$ cat src/hw/rtl/srip_pkg.sv
package srip_pkg;

    // Result status codes.
    localparam logic [1:0] ST_SUCCESS = 2'd0;
    localparam logic [1:0] ST_END     = 2'd1;
    localparam logic [1:0] ST_CHAR    = 2'd2;
    localparam logic [1:0] ST_RANGE   = 2'd3;

    // Radix selection codes.
    localparam logic [1:0] RADIX_DEC = 2'd0;
    localparam logic [1:0] RADIX_HEX = 2'd1;
    localparam logic [1:0] RADIX_OCT = 2'd2;
    localparam logic [1:0] RADIX_BIN = 2'd3;

    // Digit value given to a byte that is no digit in any radix.
    localparam logic [5:0] DIGIT_NONE = 6'd63;

    // Largest magnitude a token may reach (two to the power 63).
    localparam logic [63:0] MAG_LIMIT = 64'h8000_0000_0000_0000;

    // Classification of one text byte.
    typedef struct packed {
        logic       is_space;
        logic       is_minus;
        logic       is_zero;
        logic       is_x;
        logic       is_o;
        logic       is_b;
        logic [5:0] digit;
    } t_char_info;

    // Outcome of folding one digit into the magnitude.
    typedef struct packed {
        logic        bad_digit;
        logic        overflow;
        logic [63:0] next_acc;
    } t_acc_res;

endpackage

$ cat src/hw/rtl/srip_in_if.sv
interface srip_in_if;
    logic       valid;
    logic       ready;
    logic [7:0] char_code;
    logic       end_of_text;

    modport source (output valid, output char_code, output end_of_text, input ready);
    modport sink (input valid, input char_code, input end_of_text, output ready);
endinterface

$ cat src/hw/rtl/srip_out_if.sv
interface srip_out_if;
    logic               valid;
    logic               ready;
    logic [1:0]         status;
    logic signed [63:0] value;

    modport source (output valid, output status, output value, input ready);
    modport sink (input valid, input status, input value, output ready);
endinterface

$ cat src/hw/rtl/srip_char_class.sv
module srip_char_class (
    input  logic [7:0]          i_char,
    output srip_pkg::t_char_info o_info
);
    import srip_pkg::*;

    // Whitespace, sign and prefix letters.
    assign o_info.is_space = (i_char == 8'h20) || ((i_char >= 8'h09) && (i_char <= 8'h0D));
    assign o_info.is_minus = (i_char == 8'h2D);
    assign o_info.is_zero  = (i_char == 8'h30);
    assign o_info.is_x     = (i_char == 8'h78);
    assign o_info.is_o     = (i_char == 8'h6F);
    assign o_info.is_b     = (i_char == 8'h62);

    // Digit value: 0-9, then letters of either case for 10 to 35.
    always_comb begin
        if ((i_char >= 8'h30) && (i_char <= 8'h39)) begin
            o_info.digit = 6'(i_char - 8'h30);
        end else if ((i_char >= 8'h41) && (i_char <= 8'h5A)) begin
            o_info.digit = 6'(i_char - 8'd55);
        end else if ((i_char >= 8'h61) && (i_char <= 8'h7A)) begin
            o_info.digit = 6'(i_char - 8'd87);
        end else begin
            o_info.digit = DIGIT_NONE;
        end
    end

endmodule

$ cat src/hw/rtl/srip_accum.sv
module srip_accum (
    input  logic [63:0]        i_acc,
    input  logic [1:0]         i_radix,
    input  logic [5:0]         i_digit,
    output srip_pkg::t_acc_res o_res
);
    import srip_pkg::*;

    logic [68:0] acc_w;
    logic [68:0] prod;
    logic [68:0] sum;
    logic [6:0]  radix_val;

    assign acc_w = {5'd0, i_acc};

    // Multiply by the radix with shifts; decimal is eight times plus two times.
    always_comb begin
        unique case (i_radix)
            RADIX_HEX: begin
                prod      = acc_w << 4;
                radix_val = 7'd16;
            end
            RADIX_OCT: begin
                prod      = acc_w << 3;
                radix_val = 7'd8;
            end
            RADIX_BIN: begin
                prod      = acc_w << 1;
                radix_val = 7'd2;
            end
            default: begin
                prod      = (acc_w << 3) + (acc_w << 1);
                radix_val = 7'd10;
            end
        endcase
    end

    // The exact sum cannot wrap in 69 bits, so one compare catches overflow.
    assign sum             = prod + {63'd0, i_digit};
    assign o_res.bad_digit = {1'b0, i_digit} >= radix_val;
    assign o_res.overflow  = sum > {5'd0, MAG_LIMIT};
    assign o_res.next_acc  = sum[63:0];

endmodule

$ cat src/hw/rtl/signed_radix_integer_parser.sv
// A byte is held in the input stage register, and its result in the result register.
// Throughput: one text byte per cycle while the result stage is not stalled.
// Rate is set by the single shift-add and compare that folds a digit in.
// Reset (synchronous, active low) empties both register stages and returns the
// parser to skipping whitespace with a cleared sign, radix and magnitude.
module signed_radix_integer_parser (
    input logic        i_clk,
    input logic        i_rst_n,
    srip_in_if.sink    i_in,
    srip_out_if.source o_out
);
    import srip_pkg::*;

    localparam logic [2:0] PH_SKIP    = 3'd0;
    localparam logic [2:0] PH_SIGN    = 3'd1;
    localparam logic [2:0] PH_ZERO    = 3'd2;
    localparam logic [2:0] PH_PREFIX  = 3'd3;
    localparam logic [2:0] PH_DIGITS  = 3'd4;
    localparam logic [2:0] PH_DISCARD = 3'd5;

    // Input stage.
    logic        r_in_valid;
    logic [7:0]  r_in_char;
    logic        r_in_eot;

    // Token state.
    logic [2:0]  r_phase;
    logic [2:0]  n_phase;
    logic        r_neg;
    logic        n_neg;
    logic [1:0]  r_radix;
    logic [1:0]  n_radix;
    logic [63:0] r_acc;
    logic [63:0] n_acc;

    // Result stage.
    logic        r_out_valid;
    logic [1:0]  r_out_status;
    logic [63:0] r_out_value;

    logic        adv;
    logic        emit;
    logic [1:0]  res_status;
    logic [63:0] res_value;
    logic        sep;
    logic [2:0]  ph;
    logic [63:0] acc_src;
    logic [1:0]  radix_src;
    t_char_info  info;
    t_acc_res    dres;

    // The result stage moves on when it is empty or being drained.
    assign adv        = !r_out_valid || o_out.ready;
    assign i_in.ready = !r_in_valid || adv;

    srip_char_class u_class (
        .i_char (r_in_char),
        .o_info (info)
    );

    // A new token starts from a cleared magnitude in decimal.
    assign acc_src   = (ph == PH_SKIP) ? 64'd0 : r_acc;
    assign radix_src = (ph == PH_SKIP) ? RADIX_DEC : r_radix;

    srip_accum u_accum (
        .i_acc   (acc_src),
        .i_radix (radix_src),
        .i_digit (info.digit),
        .o_res   (dres)
    );

    assign sep = r_in_eot || info.is_space;
    assign ph  = (r_phase > PH_DISCARD) ? PH_SKIP : r_phase;

    // Next token state and result for the byte in the input stage.
    always_comb begin
        logic take;
        take       = 1'b0;
        n_phase    = r_phase;
        n_neg      = r_neg;
        n_radix    = r_radix;
        n_acc      = r_acc;
        emit       = 1'b0;
        res_status = ST_SUCCESS;
        res_value  = 64'd0;

        unique case (ph)
            PH_SKIP: begin
                if (r_in_eot) begin
                    emit       = 1'b1;
                    res_status = ST_END;
                end else if (!info.is_space) begin
                    n_neg   = info.is_minus;
                    n_radix = RADIX_DEC;
                    n_acc   = 64'd0;
                    if (info.is_minus) begin
                        n_phase = PH_SIGN;
                    end else if (info.is_zero) begin
                        n_phase = PH_ZERO;
                    end else begin
                        take = 1'b1;
                    end
                end
            end
            PH_SIGN, PH_PREFIX: begin
                if (sep) begin
                    emit       = 1'b1;
                    res_status = ST_CHAR;
                    n_phase    = PH_SKIP;
                end else if ((ph == PH_SIGN) && info.is_zero) begin
                    n_phase = PH_ZERO;
                end else begin
                    take = 1'b1;
                end
            end
            PH_ZERO: begin
                if (sep) begin
                    emit    = 1'b1;
                    n_phase = PH_SKIP;
                end else if (info.is_x) begin
                    n_radix = RADIX_HEX;
                    n_phase = PH_PREFIX;
                end else if (info.is_o) begin
                    n_radix = RADIX_OCT;
                    n_phase = PH_PREFIX;
                end else if (info.is_b) begin
                    n_radix = RADIX_BIN;
                    n_phase = PH_PREFIX;
                end else begin
                    take = 1'b1;
                end
            end
            PH_DIGITS: begin
                if (sep) begin
                    emit    = 1'b1;
                    n_phase = PH_SKIP;
                    if (r_neg) begin
                        res_value = 64'd0 - r_acc;
                    end else if (r_acc[63]) begin
                        res_status = ST_RANGE;
                    end else begin
                        res_value = r_acc;
                    end
                end else begin
                    take = 1'b1;
                end
            end
            default: begin
                if (sep) begin
                    n_phase = PH_SKIP;
                end
            end
        endcase

        // Fold in a digit, or report a bad digit or an overflow.
        if (take) begin
            if (dres.bad_digit) begin
                emit       = 1'b1;
                res_status = ST_CHAR;
                n_phase    = PH_DISCARD;
            end else if (dres.overflow) begin
                emit       = 1'b1;
                res_status = ST_RANGE;
                n_phase    = PH_DISCARD;
            end else begin
                n_acc   = dres.next_acc;
                n_phase = PH_DIGITS;
            end
        end

        // The end of the text always starts a fresh text.
        if (r_in_eot) begin
            n_phase = PH_SKIP;
        end
    end

    // Input stage register.
    always_ff @(posedge i_clk) begin
        if (!i_rst_n) begin
            r_in_valid <= 1'b0;
        end else if (i_in.ready) begin
            r_in_valid <= i_in.valid;
        end
        if (i_in.valid && i_in.ready) begin
            r_in_char <= i_in.char_code;
            r_in_eot  <= i_in.end_of_text;
        end
    end

    // Token state and result register.
    always_ff @(posedge i_clk) begin
        if (!i_rst_n) begin
            r_phase     <= PH_SKIP;
            r_neg       <= 1'b0;
            r_radix     <= RADIX_DEC;
            r_acc       <= 64'd0;
            r_out_valid <= 1'b0;
        end else if (adv) begin
            r_out_valid <= r_in_valid && emit;
            if (r_in_valid) begin
                r_phase <= n_phase;
                r_neg   <= n_neg;
                r_radix <= n_radix;
                r_acc   <= n_acc;
            end
        end
        if (adv && r_in_valid && emit) begin
            r_out_status <= res_status;
            r_out_value  <= res_value;
        end
    end

    assign o_out.valid  = r_out_valid;
    assign o_out.status = r_out_status;
    assign o_out.value  = r_out_value;

    // The magnitude never exceeds two to the power 63.
    a_acc_limit: assert property (@(posedge i_clk) disable iff (!i_rst_n)
        r_acc <= MAG_LIMIT)
        else $error("magnitude above limit");

    // A result with any status other than success carries a zero value.
    a_err_zero: assert property (@(posedge i_clk) disable iff (!i_rst_n)
        (r_out_valid && (r_out_status != ST_SUCCESS)) |-> (r_out_value == 64'd0))
        else $error("error result with non-zero value");

    // After an end of text has been consumed, the parser skips whitespace.
    a_eot_skip: assert property (@(posedge i_clk) disable iff (!i_rst_n)
        (adv && r_in_valid && r_in_eot) |=> (r_phase == PH_SKIP))
        else $error("end of text did not restart parsing");

    // A full input stage behind a stalled result takes no new word.
    a_stall: assert property (@(posedge i_clk) disable iff (!i_rst_n)
        (r_in_valid && r_out_valid && !o_out.ready) |-> !i_in.ready)
        else $error("input taken while stalled");

endmodule

$ cat src/flat_wrapper.sv
// flat-port wrapper written by rule: the top's interface ports become plain ports
module signed_radix_integer_parser_flat import srip_pkg::*;
  (i_clk, i_rst_n, i_in_valid, i_in_char_code, i_in_end_of_text, i_in_ready, o_out_valid, o_out_status, o_out_value, o_out_ready);
  srip_in_if i_in_i ();
  srip_out_if o_out_i ();
  input logic i_clk;
  input logic i_rst_n;
  input wire logic [$bits(i_in_i.valid)-1:0] i_in_valid;
  input wire logic [$bits(i_in_i.char_code)-1:0] i_in_char_code;
  input wire logic [$bits(i_in_i.end_of_text)-1:0] i_in_end_of_text;
  output wire logic [$bits(i_in_i.ready)-1:0] i_in_ready;
  output wire logic [$bits(o_out_i.valid)-1:0] o_out_valid;
  output wire logic [$bits(o_out_i.status)-1:0] o_out_status;
  output wire logic [$bits(o_out_i.value)-1:0] o_out_value;
  input wire logic [$bits(o_out_i.ready)-1:0] o_out_ready;
  assign i_in_i.valid = i_in_valid;
  assign i_in_i.char_code = i_in_char_code;
  assign i_in_i.end_of_text = i_in_end_of_text;
  assign i_in_ready = i_in_i.ready;
  assign o_out_valid = o_out_i.valid;
  assign o_out_status = o_out_i.status;
  assign o_out_value = o_out_i.value;
  assign o_out_i.ready = o_out_ready;
  signed_radix_integer_parser u_core (.i_clk(i_clk), .i_rst_n(i_rst_n), .i_in(i_in_i), .o_out(o_out_i));
endmodule
$ cat config.mk
export PLATFORM = sky130hd
export DESIGN_NAME = signed_radix_integer_parser_flat
export DESIGN_NICKNAME = d
export VERILOG_FILES = /design/src/hw/rtl/srip_pkg.sv /design/src/hw/rtl/srip_in_if.sv /design/src/hw/rtl/srip_out_if.sv /design/src/hw/rtl/srip_char_class.sv /design/src/hw/rtl/srip_accum.sv /design/src/hw/rtl/signed_radix_integer_parser.sv /design/src/flat_wrapper.sv
export SDC_FILE = /design/constraint.sdc
export NUM_CORES = 1
export LEC_CHECK = 0
export BUFFER_PORTS_ARGS = -buffer_cell sky130_fd_sc_hd__buf_2
export CAP_MARGIN = 10
export CORE_ASPECT_RATIO = 1.1
export CORE_UTILIZATION = 30
export CTS_BUF_LIST = sky130_fd_sc_hd__clkbuf_16
export DETAILED_ROUTE_END_ITERATION = 7
export PLACE_DENSITY = 0.44
export SETUP_SLACK_MARGIN = 0.4
export SLEW_MARGIN = 20
export SYNTH_ARGS = -nofsm -noshare
export SYNTH_HDL_FRONTEND = slang
export SYNTH_HIERARCHICAL = 1
export SYNTH_SLANG_ARGS = --single-unit
$ cat constraint.sdc
create_clock -name i_clk -period 15.8 [get_ports i_clk]
set_input_delay 3.16 -clock i_clk [delete_from_list [all_inputs] [get_ports i_clk]]
set_output_delay 3.16 -clock i_clk [all_outputs]
set_load 0.03 [all_outputs]
==> results.py, run 1 <==
metrics = {
    "worst_setup_path": {
        "worstRegToRegCells": 28,
        "r2r_end": "u_core/o_out.value[19]$_SDFFCE_PN0P_",
        "crit_fanout": 66,
        "max_stage_delay_ns": 0.70,
        "r2r_setup_slack_ns": 6.41,
        "worstPathArrival_ns": 9.48,
        "crit_family": "simple AND/OR/NAND/NOR gates",
        "start_kind": "flip-flop",
        "critPathSlowestCell": "dfxtp_1",
        "end_kind": "flip-flop",
        "rr_startpoint": "u_core/r_phase[2]$_SDFFE_PN0P_",
        "crit_top_cell": "buf_4",
        "critPathBufInv": 4,
        "critPathKind": "flip-flop to flip-flop",
        "cp_data_required_time_ns": 15.89,
    },
    "global_routing": {
        "grtUsageTotal": 0.2166,
        "grt_pass1_vias": 16230,
        "grt_max_degree": 73,
        "antenna_found_initial": 0,
        "grt_pass1_wl_um": 97910,
        "overflow": 0,
    },
    "route": {
        "antenna_left": 0,
        "wl_per_cell_um": 22.40,
        "drt_wl_total_um": 64380,
        "wl_met1_um": 28060,
        "drtIter0Drc": 1786,
        "met2_length_um": 31160,
        "vias": 17150,
        "vias_per_cell": 5.968,
        "dr.max_layer_used": "met4",
        "dr.pass1.iters": 8,
        "drc": 0,
        "met3_length_um": 2789,
    },
    "cts": {
        "cts.sinks": 147,
        "cts_hold_buf": 0,
        "cts.repair.resized": 0,
        "cts-buffers-inserted": 17,
        "clk_path_buf_depth": 2,
        "post_cts_buffers": 0,
        "cts.htree.levels": 4,
        "path_clk_slew_ns": 0.07,
        "cts_root_buf": "clkbuf_16",
        "cts_tree": "done",
        "clkLatencyLatePin_ns": 0.44,
    },
    "logic_synthesis": {
        "yosys-top-cells-count": "nand2_1 (196), nor2_1 (176), a21oi_1 (128)",
        "synth_xor_area_frac": 0.04703,
        "synthAdderAreaFrac": 0.06438,
        "synth_nets": 2243,
        "synth_edf_count": 75,
        "yosysTopAreaCell": "edfxtp_1",
        "synth_top_family_by_area": "compound AO/OA/AOI/OAI gates",
        "synth-async-reset-ratio": 0,
        "netlist-cell-type-count": 118,
        "synth.most_common_cell": "nand2_1",
        "yosysWarnings": 6,
        "synth-simple-area-share": 0.2959,
        "synthMuxAreaShare": 0.01794,
        "synth_top_area_frac": 0.1329,
        "yosysSeqAreaShare": 0.2180,
        "yosys-top-cells-area": "edfxtp_1 (13%), dfxtp_1 (8.5%), ha_1 (6.2%)",
        "postSynthCellCount": 2144,
        "syn_area_per_cell_um2": 7.904,
        "synth_ff_type": "edfxtp_1",
        "synth_compound_area_frac": 0.3012,
        "ys_seq_elements": 147,
        "netlist_area_mm2": 0.01695,
    },
    "power_and_ir_drop": {
        "p_leak_nw": 6.557,
        "power.density_mw_per_mm2": 50.77,
        "vdd_drop_max_mv": 0.05097,
    },
    "sta": {
        "drv_slew": 0,
        "finalSetupTns_ns": 0,
        "fin_skew_ns": 0.01102,
        "tightest_slew_ns": 1.173,
        "post-route-period-util": 0.5945,
        "max_clock_freq_ghz": 0.1065,
        "hold_viol_final": 0,
        "period_minus_slack_ns": 9.392,
        "setup_violations": 0,
        "holdWs_ns": 0.5573,
        "rsz0062_at_grt": "false",
        "slew_headroom": 0.2158,
    },
    "floorplan": {
        "die_h_um": 251.3,
        "start_util": 0.3031,
        "fp.dieW_um": 228.6,
        "core_mm2": 0.05590,
        "dieArea_mm2": 0.05744,
        "fp-row-count": 91,
        "num_io_pins": 81,
    },
    "min_path": {
        "hold_class": "flip-flop to flip-flop",
        "min_path_cells": 1,
        "hold_end": "u_core/r_acc[0]$_SDFFE_PN0P_",
        "min-delay-start": "u_core/r_acc[0]$_SDFFE_PN0P_",
    },
    "run_status": {
        "outcome": "completed",
    },
    "final_layout": {
        "syn2layout_area_growth_pct": 7.915,
        "antenna_cells": 0,
        "nets": 2216,
        "drive_gt1_frac": 0.1155,
    },
    "placement": {
        "post-dp-hpwl_um": 50000,
        "gp_congestion": 0.8892,
        "port_buffers": 80,
    },
    "flow_run": {
        "cap_violations": 0,
    },
}
## cell type report
type,instances,area [um2]
multi-input combinational,1801,12370
inverter,52,195.2
fill,5896,37620
timing repair buffer,98,535.5
sequential,147,3695
clock inverter,15,133.9
clock buffer,17,425.4
tap,744,930.9
## kinds of logic (layout without fill, tap and decap cells)
| group | Yosys count | count (layout) |
|---|---|---|
| xor gates and xnor gates | 91 | 91 |
| adders and majority gates | 86 | 86 |
| muxes | 30 | 30 |
| DFF | 147 | 147 |
| and+or+nand+nor | 908 | 908 |
| buffers and inverters | 196 | 182 |
| AOI/OAI and AO/OA | 686 | 686 |
## cells in the final DEF, fill, tap and decap left out, drive strengths merged, types with 16 or more instances in the layout
cell,n
inv,62
o21ai,112
or3,32
o31ai,25
or4,22
ha,84
o211ai,26
nand3,58
a22o,71
nand4,53
and4,16
xnor2,44
clkbuf,17
nor3,68
buf,98
nor2,178
mux2i,27
a21oi,133
nand2b,32
nand2,197
o21a,22
nor2b,22
a21o,27
xor2,47
a211oi,40
or2,22
a31oi,23
a222oi,58
dfxtp,72
nor4,48
and2,92
edfxtp,75
## per-stage QoR
| step | power (mW) | instances | instance area, um2 | setup slack [ns] | utilization |
|---|---|---|---|---|---|
| 2_1_floorplan | 0.5117 | 2144 | 16950 | 4.532 | - |
| 3_3_place_gp | 0.5451 | 2842 | 17730 | 6.649 | 0.3171 |
| 3_5_place_dp | 0.5455 | 2842 | 17730 | 6.504 | 0.3171 |
| 4_1_cts | 0.9390 | 2874 | 18290 | 6.463 | 0.3271 |
| 5_1_grt | 0.9662 | 2874 | 18290 | 5.727 | 0.3271 |
| 6_report | 0.9284 | 2874 | 18290 | 6.408 | 0.3271 |
## where the power goes
part | internal [mW] | switching, mW | leakage [nW] | total, mW
Combinational | 0.0327 | 0.0835 | 5.01 | 0.116
Sequential | 0.412 | 0.00839 | 1.27 | 0.420
Clock | 0.208 | 0.185 | 0.276 | 0.392
## flip-flops by register name (all words and copies together), names as in the netlist
| register | flops |
|---|---|
| u_core/o_out.valid | 1 |
| u_core/r_in_eot | 1 |
| u_core/o_out.status | 2 |
| u_core/r_acc | 64 |
| u_core/r_radix | 2 |
| u_core/r_phase | 3 |
| u_core/r_neg | 1 |
| u_core/o_out.value | 64 |
| u_core/r_in_char | 8 |
| u_core/r_in_valid | 1 |
## how the worst max path moves through the flow
| stage | startpoint | end | slack (ns) | cells past startpoint |
|---|---|---|---|---|
| floorplan | u_core/r_phase[0]$_SDFFE_PN0P_ | u_core/o_out.status[0]$_DFFE_PP_ | 4.53 | 37 |
| global placement | u_core/r_phase[2]$_SDFFE_PN0P_ | u_core/o_out.value[7]$_SDFFCE_PN0P_ | 6.65 | 28 |
| detailed placement | u_core/r_phase[2]$_SDFFE_PN0P_ | u_core/o_out.value[8]$_SDFFCE_PN0P_ | 6.50 | 28 |
| CTS | u_core/r_phase[2]$_SDFFE_PN0P_ | u_core/o_out.value[15]$_SDFFCE_PN0P_ | 6.46 | 28 |
| global route | u_core/r_phase[2]$_SDFFE_PN0P_ | u_core/o_out.value[10]$_SDFFCE_PN0P_ | 5.73 | 28 |
| finish | u_core/r_phase[2]$_SDFFE_PN0P_ | u_core/o_out.value[19]$_SDFFCE_PN0P_ | 6.41 | 28 |
## per-layer routing
metal / up-vias / track usage
li1: 8279 / -
met1: 8265 / 0.2732
met2: 496 / 0.3683
met3: 113 / 0.02858
met4: 0 / 0.09281
met5: - / 0
(Power assumes the default switching activity.)
==> inputs of run 2 (changes only) <==
Settings changed: ABC_AREA set to 1, PLACE_DENSITY 0.44 to 0.45.
Clock period 15.8 ns to 8.6 ns, I/O delays scaled along.
==> results.py, run 2 <==
metrics = {
    "run_status": {
        "outcome": "completed",
    },
    "route": {
        "drtIter0Drc": 1604,
        "vias_per_cell": 4.890,
        "antenna_left": 0,
        "dr.pass1.iters": 8,
        "vias": 23120,
        "wl_per_cell_um": 16.90,
        "drc": 0,
        "drt_wl_total_um": 79910,
    },
    "worst_setup_path": {
        "critPathKind": "flip-flop to flip-flop",
        "critPathSlowestCell": "buf_4",
        "cp_data_required_time_ns": 8.67,
        "worstPathArrival_ns": 7.49,
        "crit_top_cell": "nand2_1",
        "max_stage_delay_ns": 0.59,
        "start_kind": "flip-flop",
        "crit_fanout": 47,
        "end_kind": "flip-flop",
        "rr_startpoint": "u_core/r_phase[1]$_SDFFE_PN0P_",
        "crit_start": "u_core/r_phase[1]$_SDFFE_PN0P_",
    },
    "sta": {
        "drv_slew": 0,
        "fin_skew_ns": 0.01602,
        "setup_violations": 0,
        "tightest_slew_ns": 0.9232,
        "hold_viol_final": 0,
        "post-route-period-util": 0.8627,
        "postLayoutSetupSlackWorst_ns": 1.181,
        "rsz0062_at_grt": "false",
        "holdWs_ns": 0.4963,
        "slew_headroom": 0.3845,
        "finalSetupTns_ns": 0,
        "period_minus_slack_ns": 7.419,
        "max_clock_freq_ghz": 0.1348,
    },
    "logic_synthesis": {
        "netlist_area_mm2": 0.02050,
        "yosysSeqAreaShare": 0.1802,
        "yosys-top-cells-area": "nand2_1 (25%), edfxtp_1 (11%), inv_1 (10%)",
        "synth_nets": 3886,
        "synth_ff_type": "edfxtp_1",
        "netlist-cell-type-count": 54,
        "yosys-top-cells-count": "nand2_1 (1353), inv_1 (569), nor2_1 (451)",
        "synth-async-reset-ratio": 0,
        "yosysTopAreaCell": "nand2_1",
        "yosysWarnings": 6,
        "ys_seq_elements": 147,
        "synth_edf_count": 75,
        "syn_area_per_cell_um2": 5.413,
        "postSynthCellCount": 3787,
        "synth_top_area_frac": 0.2477,
        "synth.most_common_cell": "nand2_1",
    },
    "final_layout": {
        "syn2layout_area_growth_pct": 8.765,
        "drive_gt1_frac": 0.07585,
        "antenna_cells": 0,
        "final_area_mm2": 0.02230,
        "final_cell_mix": "nand2_1 (1353), inv_1 (569), nor2_1 (447)",
        "layout_commonest_cell": "nand2_1",
        "fin_cells": 4728,
        "fin_util": 0.3294,
        "nets": 3896,
    },
    "floorplan": {
        "start_util": 0.3028,
        "die_h_um": 276.2,
        "num_io_pins": 81,
        "fp.dieW_um": 251.2,
        "dieArea_mm2": 0.06938,
        "core_mm2": 0.06769,
        "fp-row-count": 100,
    },
    "global_routing": {
        "grt_pass1_vias": 21660,
        "grtUsageTotal": 0.2280,
        "antenna_found_initial": 1,
        "grt_max_degree": 85,
        "overflow": 0,
        "grt_pass1_wl_um": 124100,
    },
    "cts": {
        "cts-buffers-inserted": 17,
        "clkLatencyLatePin_ns": 0.45,
        "cts.repair.resized": 0,
        "clk_path_buf_depth": 2,
        "cts.htree.levels": 4,
        "path_clk_slew_ns": 0.07,
        "cts_root_buf": "clkbuf_16",
        "cts_tree": "done",
        "cts_hold_buf": 0,
        "cts.sinks": 147,
        "post_cts_buffers": 0,
    },
    "placement": {
        "dp_slack_ns": 1.193,
        "port_buffers": 80,
        "dp_cells": 4696,
        "gp_congestion": 0.9435,
        "placed_area_mm2": 0.02174,
        "post-dp-hpwl_um": 65510,
    },
    "power_and_ir_drop": {
        "p_seq_frac": 0.369,
        "power_frac_clock": 0.339,
        "p_leak_nw": 11.00,
        "power.density_mw_per_mm2": 95.30,
        "switching_share": 0.3713,
        "p_comb_frac": 0.292,
        "p_int_mw": 1.336,
        "switchingPower_mw": 0.7889,
        "total_power_mw": 2.125,
        "vdd_drop_max_mv": 0.1317,
    },
    "min_path": {
        "hold_class": "flip-flop to flip-flop",
        "min-delay-start": "u_core/r_acc[0]$_SDFFE_PN0P_",
    },
    "flow_run": {
        "cap_violations": 0,
    },
}
==> run 2: changes by cell type after synthesis, sizes merged, moves of 43 or more <==
cell | previous run | this run
a21oi | 133 | 229
a22o | 71 | 0
inv | 52 | 585
a222oi | 58 | 0
nor3 | 68 | 24
nor2 | 178 | 507
nand3b | 8 | 70
nand2 | 197 | 1397
nor4 | 48 | 5
and2 | 92 | 4
nand3 | 58 | 389
==> run 2: layout make-up <==
type                    count  area, um2
clock buffers              18      450.4
clock inverters            14      108.9
fillers                  7930      45390
inverters                 588       2210
multi-input cells        2941      14120
flip-flops and latches    147       3695
well taps                 918       1149
repair buffers            102      565.5
==> run 2: final timing paths <==
| check | to | slack, ns | cells past startpoint |
|---|---|---|---|
| worst max-delay path | u_core/o_out.value[37]$_SDFFCE_PN0P_ | 1.18 | 40 |
| worst max register to register | u_core/o_out.value[37]$_SDFFCE_PN0P_ | 1.18 | 40 |
| worst min register to register | u_core/r_acc[0]$_SDFFE_PN0P_ | 0.50 | 2 |
| worst min-delay path | u_core/r_acc[0]$_SDFFE_PN0P_ | 0.50 | 2 |
==> run 2: logic make-up after synthesis <==
logic type      synth area share
simple gates              0.5181
fa+ha+maj                0.05322
compound gates            0.1043
flops                     0.1802
xor+xnor                 0.01111
buf+inv                   0.1331
==> run 2: layer usage <==
metal	vias up	routed length, um	track usage
li1	12030	-	-
met1	10490	39120	0.3267
met2	520	36140	0.3683
met3	74	2801	0.01186
met4	2	1835	0.06348
met5	-	13	0
==> run 2: worst max-delay path: cells and delay by family (launching register included) <==
family,cells,cell delay (ns)
buffers and inverters,6,1.66
adders and majority gates,2,0.63
DFF,1,0.37
and+or+nand+nor,31,3.97
AOI/OAI and AO/OA,1,0.32
==> run 2: power groups by stage <==
| stage | registers [mW] | clock network, mW | logic [mW] |
|---|---|---|---|
| 2_1_floorplan | 0.838 | 0 | 0.397 |
| 3_3_place_gp | 0.800 | 0 | 0.621 |
| 3_5_place_dp | 0.800 | 0 | 0.615 |
| 4_1_cts | 0.785 | 0.737 | 0.617 |
| 5_1_grt | 0.788 | 0.764 | 0.683 |
| 6_report | 0.784 | 0.720 | 0.620 |
